[config.mk]
export PLATFORM = sky130hd
export DESIGN_NAME = irc_message_line_tokenizer_top
export DESIGN_NICKNAME = d
export VERILOG_FILES = /design/src/hdl/irc_mlt_pkg.sv /design/src/hdl/irc_message_line_tokenizer_top.sv
export SDC_FILE = /design/constraint.sdc
export NUM_CORES = 1
export LEC_CHECK = 0
export BUFFER_PORTS_ARGS = -buffer_cell sky130_fd_sc_hd__buf_2
export CAP_MARGIN = 20
export CORE_ASPECT_RATIO = 1.25
export CORE_MARGIN = 1
export CORE_UTILIZATION = 49
export DETAILED_ROUTE_END_ITERATION = 10
export PLACE_DENSITY = 0.75
export SLEW_MARGIN = 0
export SYNTH_ARGS = -nofsm -noshare
export SYNTH_HDL_FRONTEND = slang
export SYNTH_SLANG_ARGS = --single-unit
[constraint.sdc]
create_clock -name clk -period 1.8 [get_ports clk]
set_input_delay 0 -clock clk [delete_from_list [all_inputs] [get_ports clk]]
set_output_delay 0 -clock clk [all_outputs]
set_load 0.005 [all_outputs]
[src/hdl/irc_mlt_pkg.sv]
// Types and constants shared by the message line tokenizer files.
package irc_mlt_pkg;

	localparam int unsigned PARAM_LIMIT = 15;
	localparam int unsigned EFF_LIMIT = (PARAM_LIMIT > 15) ? 15 : PARAM_LIMIT;
	localparam logic [3:0] LIMIT = 4'(EFF_LIMIT);

	localparam logic [7:0] COLON = 8'h3A;
	localparam logic [7:0] SPACE = 8'h20;

	typedef enum logic [2:0] {
		PH_START    = 3'd0,
		PH_PREFIX   = 3'd1,
		PH_PRESPACE = 3'd2,
		PH_CMD      = 3'd3,
		PH_GAP      = 3'd4,
		PH_MIDDLE   = 3'd5,
		PH_TRAIL    = 3'd6,
		PH_DEAD     = 3'd7
	} phase_t;

	typedef enum logic [2:0] {
		ROLE_DROP    = 3'd0,
		ROLE_CMD     = 3'd1,
		ROLE_PARAM   = 3'd2,
		ROLE_OPENER  = 3'd3,
		ROLE_SUMMARY = 3'd4
	} role_t;

	localparam logic ACT_BYTE = 1'b0;
	localparam logic ACT_EOL  = 1'b1;

	function automatic logic [7:0] upcase(input logic [7:0] b);
		upcase = (b >= 8'h61 && b <= 8'h7A) ? (b - 8'h20) : b;
	endfunction

endpackage

[src/hdl/irc_message_line_tokenizer_top.sv]
// Message line tokenizer: phase machine tagging each line byte with its role.
//
// Usage:
//   Input channel (in_valid/in_ready): one beat per line byte (action 0) and
//   one end-of-line beat (action 1) after the last byte; no terminator bytes.
//   Output channel (out_valid/out_ready): exactly one result beat for every
//   input beat, in order. Byte beats carry the byte, its role (dropped,
//   command, parameter, trailing opener), a token-start flag and the
//   parameter index; the end-of-line beat carries the summary (line_valid,
//   param_count) and returns the phase machine to line start.
//   An accepted beat moves from the input register to the result register.
//   Throughput: one beat per cycle while not stalled, set by the single
//   phase machine update between the input and the result register.
//   Stall: while out_ready is low and a result waits, the pipeline holds and
//   in_ready drops once the input register is also full; nothing is lost.
//   Reset: arst_n clears both valid flags and puts the machine at line start
//   with no parameters and no command seen.
module irc_message_line_tokenizer_top (
	input  logic       clk,
	input  logic       arst_n,
	input  logic       in_valid,
	output logic       in_ready,
	input  logic       action,
	input  logic [7:0] in_byte,
	output logic       out_valid,
	input  logic       out_ready,
	output logic [7:0] out_byte,
	output logic [2:0] role,
	output logic       token_start,
	output logic [3:0] param_index,
	output logic       line_valid,
	output logic [3:0] param_count
);
	import irc_mlt_pkg::*;

	logic       valid_s1;
	logic       action_s1;
	logic [7:0] byte_s1;

	phase_t     phase_q, phase_d;
	logic [3:0] params_q, params_d;
	logic       cmd_seen_q, cmd_seen_d;

	logic       out_valid_q;
	logic [7:0] out_byte_q, r_byte;
	role_t      role_q, r_role;
	logic       start_q, r_start;
	logic [3:0] index_q, r_index;
	logic       lvalid_q, r_lvalid;
	logic [3:0] count_q, r_count;

	logic       advance;
	logic [3:0] cur;

	assign advance  = !out_valid_q || out_ready;
	assign in_ready = !valid_s1 || advance;
	assign cur      = (params_q == 4'd0) ? 4'd0 : params_q - 4'd1;

	always_ff @(posedge clk or negedge arst_n) begin
		if (!arst_n) begin
			valid_s1 <= 1'b0;
		end else if (in_ready) begin
			valid_s1 <= in_valid;
		end
	end

	always_ff @(posedge clk) begin
		if (in_ready && in_valid) begin
			action_s1 <= action;
			byte_s1   <= in_byte;
		end
	end

	// next state
	always_comb begin
		phase_d    = phase_q;
		params_d   = params_q;
		cmd_seen_d = cmd_seen_q;
		if (action_s1 == ACT_EOL) begin
			phase_d    = PH_START;
			params_d   = 4'd0;
			cmd_seen_d = 1'b0;
		end else begin
			unique case (phase_q)
				PH_START: begin
					if (byte_s1 == COLON) begin
						phase_d = PH_PREFIX;
					end else if (byte_s1 == SPACE) begin
						phase_d = PH_DEAD;
					end else begin
						phase_d    = PH_CMD;
						cmd_seen_d = 1'b1;
					end
				end
				PH_PREFIX: begin
					if (byte_s1 == SPACE) begin
						phase_d = PH_PRESPACE;
					end
				end
				PH_PRESPACE: begin
					if (byte_s1 != SPACE) begin
						phase_d    = PH_CMD;
						cmd_seen_d = 1'b1;
					end
				end
				PH_CMD: begin
					if (byte_s1 == SPACE) begin
						phase_d = PH_GAP;
					end
				end
				PH_GAP: begin
					if (byte_s1 != SPACE) begin
						if (params_q >= LIMIT) begin
							phase_d = PH_DEAD;
						end else begin
							params_d = params_q + 4'd1;
							phase_d  = (byte_s1 == COLON) ? PH_TRAIL : PH_MIDDLE;
						end
					end
				end
				PH_MIDDLE: begin
					if (byte_s1 == SPACE) begin
						phase_d = PH_GAP;
					end
				end
				PH_TRAIL, PH_DEAD: begin
					phase_d = phase_q;
				end
				default: phase_d = PH_DEAD;
			endcase
		end
	end

	// result fields
	always_comb begin
		r_byte   = byte_s1;
		r_role   = ROLE_DROP;
		r_start  = 1'b0;
		r_index  = 4'd0;
		r_lvalid = 1'b0;
		r_count  = 4'd0;
		if (action_s1 == ACT_EOL) begin
			r_byte   = 8'd0;
			r_role   = ROLE_SUMMARY;
			r_lvalid = cmd_seen_q;
			r_count  = params_q;
		end else begin
			unique case (phase_q)
				PH_START: begin
					if (byte_s1 != COLON && byte_s1 != SPACE) begin
						r_byte = upcase(byte_s1);
						r_role = ROLE_CMD;
					end
				end
				PH_PRESPACE, PH_CMD: begin
					if (byte_s1 != SPACE) begin
						r_byte = upcase(byte_s1);
						r_role = ROLE_CMD;
					end
				end
				PH_GAP: begin
					if (byte_s1 != SPACE && params_q < LIMIT) begin
						r_role  = (byte_s1 == COLON) ? ROLE_OPENER : ROLE_PARAM;
						r_start = 1'b1;
						r_index = params_q;
					end
				end
				PH_MIDDLE: begin
					if (byte_s1 != SPACE) begin
						r_role  = ROLE_PARAM;
						r_index = cur;
					end
				end
				PH_TRAIL: begin
					r_role  = ROLE_PARAM;
					r_index = cur;
				end
				PH_PREFIX, PH_DEAD: begin
					r_role = ROLE_DROP;
				end
				default: r_role = ROLE_DROP;
			endcase
		end
	end

	always_ff @(posedge clk or negedge arst_n) begin
		if (!arst_n) begin
			phase_q     <= PH_START;
			params_q    <= 4'd0;
			cmd_seen_q  <= 1'b0;
			out_valid_q <= 1'b0;
		end else if (advance) begin
			out_valid_q <= valid_s1;
			if (valid_s1) begin
				phase_q    <= phase_d;
				params_q   <= params_d;
				cmd_seen_q <= cmd_seen_d;
			end
		end
	end

	always_ff @(posedge clk) begin
		if (advance && valid_s1) begin
			out_byte_q <= r_byte;
			role_q     <= r_role;
			start_q    <= r_start;
			index_q    <= r_index;
			lvalid_q   <= r_lvalid;
			count_q    <= r_count;
		end
	end

	assign out_valid   = out_valid_q;
	assign out_byte    = out_byte_q;
	assign role        = role_q;
	assign token_start = start_q;
	assign param_index = index_q;
	assign line_valid  = lvalid_q;
	assign param_count = count_q;

endmodule

# Yosys cells after proc, flatten, opt, wreduce, memory -nomap -nowiden
# Index checks and enable logic that the tools add are counted.
word_totals:
  regBits: 40
  in_bits: 13
  out_inout_bits: 23
  word_cells: 96
classes:
  n_addsub: 3
  magnitude_cmp: 4
  eq_ne: 19
  muxes: 34
  bitwise: 1
  n_reduce_logical: 22
ops:
  columns: ["op", "n"]
  rows:
  - ["4-bit 2-to-1 mux", 7]
  - ["8-bit 2-to-1 mux", 3]
  - ["3-bit 2-to-1 mux", 7]
  - ["3-bit one-hot mux with 6 select lines", 1]
  - ["8-bit by 6-bit equality test with 1-bit output, second input constant", 2]
  - ["8-bit by 6-bit inequality test with 1-bit output, second input constant", 2]
  - ["8-bit one-hot mux with 2 select lines", 1]
  - ["3-bit inequality test, second input constant", 5]
  - ["3-bit one-hot mux with 5 select lines", 1]
  - ["3-bit equality test, second input constant", 4]
  - ["4-bit one-hot mux with 3 select lines", 1]
  - ["2-bit OR reduction", 5]
  - ["8-bit by 7-bit >= comparator with 1-bit output, second input constant", 1]
  - ["8-bit by 7-bit <= comparator with 1-bit output, second input constant", 1]
  - ["1-bit 2-to-1 mux", 8]
  - ["2-bit 2-to-1 mux", 4]
  - ["8-bit by 6-bit subtractor with 8-bit output, second input constant", 1]
  - ["7-bit AND reduction", 1]
  - ["3-bit by 2-bit equality test with 1-bit output, second input constant", 2]
  - ["6-bit AND reduction", 1]
  - ["1-bit logical AND", 5]
  - ["5-bit AND reduction", 1]
  - ["4-bit by 1-bit adder with 4-bit output, second input constant", 1]
  - ["4-bit >= comparator, second input constant", 1]
  - ["13 further kinds", 17]

# Depth between registers and ports, before layout
depth:
  word_depth: 6
  ltp_mapped: 7
  depth_no_buf: 6

# Worst setup path before layout
# OpenSTA, ideal clock, no wires.
synth_timing:
  kind: "reg-to-reg"
  start: "reg params_q[0]"
  end: "reg params_q[3]"
  setup_ps: 135
  t_arrival_ps: 1809
  required_ps: 1665
  path_slack_ps: -144
  path_stages_with_launch: 6
  path_buffers: 0
  period_less_slack_ps: 1944
  path_cell_list: "dfrtp_1 ha_1 a311o_4 or3_4 o311ai_1 o31ai_1"
synth_between:
  elab_chain_len: 5
  elab_cells_between_ends: 8
  classes_between: "1 x add/sub; 1 x order compare; 1 x eq/ne; 4 x mux; 1 x reduce/logical"
synth_rtl:
  columns: ["item", "line", "rtl"]
  rows:
  - ["start, declared", "irc_message_line_tokenizer_top.sv:41", "logic [3:0] params_q, params_d;"]
  - ["start signal, assigned", "irc_message_line_tokenizer_top.sv:196", "params_q <= params_d;"]
  - ["4-bit by 1-bit adder with 4-bit output", "irc_message_line_tokenizer_top.sv:116", "params_d = params_q + 4'd1;"]
  - ["4-bit 2-to-1 mux", "irc_message_line_tokenizer_top.sv:113", "if (params_q >= LIMIT) begin"]
  - ["4-bit 2-to-1 mux", "irc_message_line_tokenizer_top.sv:112", "if (byte_s1 != SPACE) begin"]
  - ["4-bit 2-to-1 mux", "irc_message_line_tokenizer_top.sv:84", "unique case (phase_q)"]
  - ["4-bit 2-to-1 mux", "irc_message_line_tokenizer_top.sv:79", "if (action_s1 == ACT_EOL) begin"]
# Several ways; a longest one is shown, not always the timed one. The select of a mux whose other input is x is not followed.
# A chain may end at the register's enable or synchronous reset.

# Final worst setup path
# Same ends and word-level chain as after synthesis.

==> impl_metrics.ini <==
[global_routing]
grt_overflow = 0
grt_pass1_vias = 1557
track_usage = 0.215
antenna_found_initial = 0
grt_pass1_wl_mm = 6.76
grt_max_degree = 18

[critical_path]
path_class = reg2reg
r2r_slack_ns = -0.03
endpoint_kind = flop
worst_setup_path_start_kind = flop
arrival_ns = 2.00
max_stage_delay_ns = 0.42
worstRegToRegCells = 5
reg2reg_from = params_q[0]
crit_fanout = 5
path_cells = ha_2 > a311o_4 > or3_4 > o311ai_2 > o31ai_2
worstPathRequired_ns = 1.97
path_buf_inv = 0
cp_slowest_cell = or3_4
critPathTopFamily = compound AO/OA/AOI/OAI gates
reg2reg_to = params_q[3]

[floorplan]
die-area_um2 = 4280
die_width_um = 58.7
start_util = 0.516
core_area_um2 = 3820
rows = 25
ios = 36
die_h_um = 72.9

[layout]
drive_above_1_share = 0.412
final_common_cell = buf_2
areaGrowthSynthToFinish_pct = 39.6
fillCellCount = 274
stdcell_count = 299
diodes = 0
fin_util = 0.721
layout_common_cells = buf_2 (35), buf_4 (32), edfxtp_1 (30)
nNetsFinal = 261

[drt]
routed_via_density = 5.46
drc = 0
vias = 1632
first_iter_violations = 87
first_pass_iters = 4
route.detailed.wl_per_inst_um = 14.8
ant_nets = 0
wl_mm = 4.44

[synth]
yosysTopAreaCell = edfxtp_1
ys.flop_type = edfxtp_1
async_flop_share = 0.250
synth_seq_cells = 40
synth_nets = 184
ys_top_cells_by_area = edfxtp_1 (46%), dfrtp_1 (13%), ha_1 (2.5%), a21oi_1 (2.3%), nor2b_1 (2.2%)
synth-edff-count = 30
yosysSeqAreaShare = 0.584
synth_area_um2 = 1970
synth.avg_cell_area_um2 = 11.8
ys_warn_count = 0
syn_inst = 167
yosysUniqueCellTypes = 49
synth_top_area_frac = 0.457

[clock_tree]
cts_tree = done
cts_sinks = 40
cts_buffers = 5
path_clk_slew_ns = 0.08
cts_root_buf = clkbuf_8
cts_buffer_depth = 2
clock_latency_ns = 0.30
cts_max_level = 2

[placed_design]
dp_hpwl_mm = 2.82
place.gp.congestion = 0.941
port_buffers = 35
place_inst = 268

[power_and_ir_drop]
ir_drop_uv = 560
powerDensity_nw_per_um2 = 888
swShare = 0.311
cellLeakagePower_uw = 0.00113
p_seq_frac = 0.473
power.switching_uw = 761
power_uw = 2440
p_clk_frac = 0.237
comb_power_share = 0.290
intPower_uw = 1680

[sta]
worst_slack_ns = -0.0301
setup_viol_count_final = 4
timing.hold.ws_ns = 0.0893
slew_headroom = 0.691
period_share = 1.02
finalMaxSlewViolations = 0
finalCriticalPeriod_ns = 1.83
setup_tns_ns = -0.0747
hold_viol_final = 0
worstMarginPinSlew_ns = 0.459
skew_ns = 0.00634
rsz0062_at_grt = true
maxClockFrequency_ghz = 0.546

[status]
violations = setup timing
outcome = finished, violations left

[min_path]
hp-class = in2async

[run]
cap_viol_max_count = 0
==> through the flow <==
step	worst slack, ns	instance area, µm²
after floorplan	-0.0436	1980
after global routing	-0.0942	2750
after detailed placement	-0.157	2330
after global placement	-0.0789	2330
after CTS	-0.0547	2600
final	-0.0301	2750
==> final cells by class <==
class,count,area [µm²],share of cell area
clock buffers,5,68.8,0.0250
repair buffers,80,547,0.199
inverters,9,38.8,0.0141
flip-flops and latches,40,1150,0.418
clock inverters,3,18.8,0.00682
multi-input cells,108,860,0.312
well taps,54,67.6,0.0246
==> worst reg2reg max path, cell delays in order (launching register included) <==
cell,delay [ns]
dfrtp_1,0.38
ha_2,0.20
a311o_4,0.35
or3_4,0.42
o311ai_2,0.25
o31ai_2,0.11
==> sequential cells by signal, summed over array words and instances (netlist names) <==
register	count
byte_s1	8
out_byte	8
param_count	4
param_index	4
params_q	4
phase_q	3
role	3
action_s1	1
cmd_seen_q	1
line_valid	1
out_valid	1
token_start	1
valid_s1	1
==> synthesized netlist by cell type, types with 3 or more instances <==
master,instances
edfxtp_1,30
dfrtp_1,10
nand2_1,10
a21oi_1,9
nor3_1,8
inv_1,7
nor2b_1,7
clkbuf_1,6
nand3_1,6
nor2_1,6
o31ai_1,5
and2_1,4
ha_1,4
nand2b_1,4
nor4_1,3
o21ai_0,3
o21ai_1,3
o22ai_1,3
==> logic make-up after synthesis <==
group | Yosys count | share of synthesized area
buffers and inverters | 19 | 0.0444
DFF | 40 | 0.584
xor gates and xnor gates | 2 | 0.00889
adders and majority gates | 4 | 0.0254
and+or+nand+nor | 59 | 0.172
muxes | 3 | 0.0165
AOI/OAI and AO/OA | 40 | 0.149
==> worst max path at each step <==
stage	startpoint	end	depth (start not counted)
3_3_place_gp	byte_s1[3]	param_index[3]	5
4_1_cts	params_q[0]	params_q[3]	5
2_1_floorplan	params_q[0]	role[0]	4
5_1_grt	params_q[0]	params_q[3]	5
6_report	params_q[0]	params_q[3]	5
3_5_place_dp	byte_s1[3]	param_index[3]	5
==> metal layers <==
metal,part of all wire,GRT usage,up-vias,routed length [µm]
li1,-,-,787,-
met1,0.38,0.237,775,1690
met2,0.55,0.381,58,2450
met3,0.037,0.0443,12,166
met4,0.028,0.119,0,122
met5,0,0,-,0
==> power groups by stage <==
stage          combinational [µW]  sequential (µW)  clock, µW
2_1_floorplan                 351             1170          0
3_3_place_gp                  554             1160          0
3_5_place_dp                  572             1170          0
4_1_cts                       627             1150        592
5_1_grt                       778             1160        624
6_report                      709             1160        579
==> what timing repair did <==
action,in CTS,in global routing
endpoints found under the hold margin,21,0
buffers inserted,3,8
pin swaps,6,8
gates resized for setup,7,16
hold buffers,12,0
endpoints found under the setup margin,11,14
(Power assumes the default switching activity.)
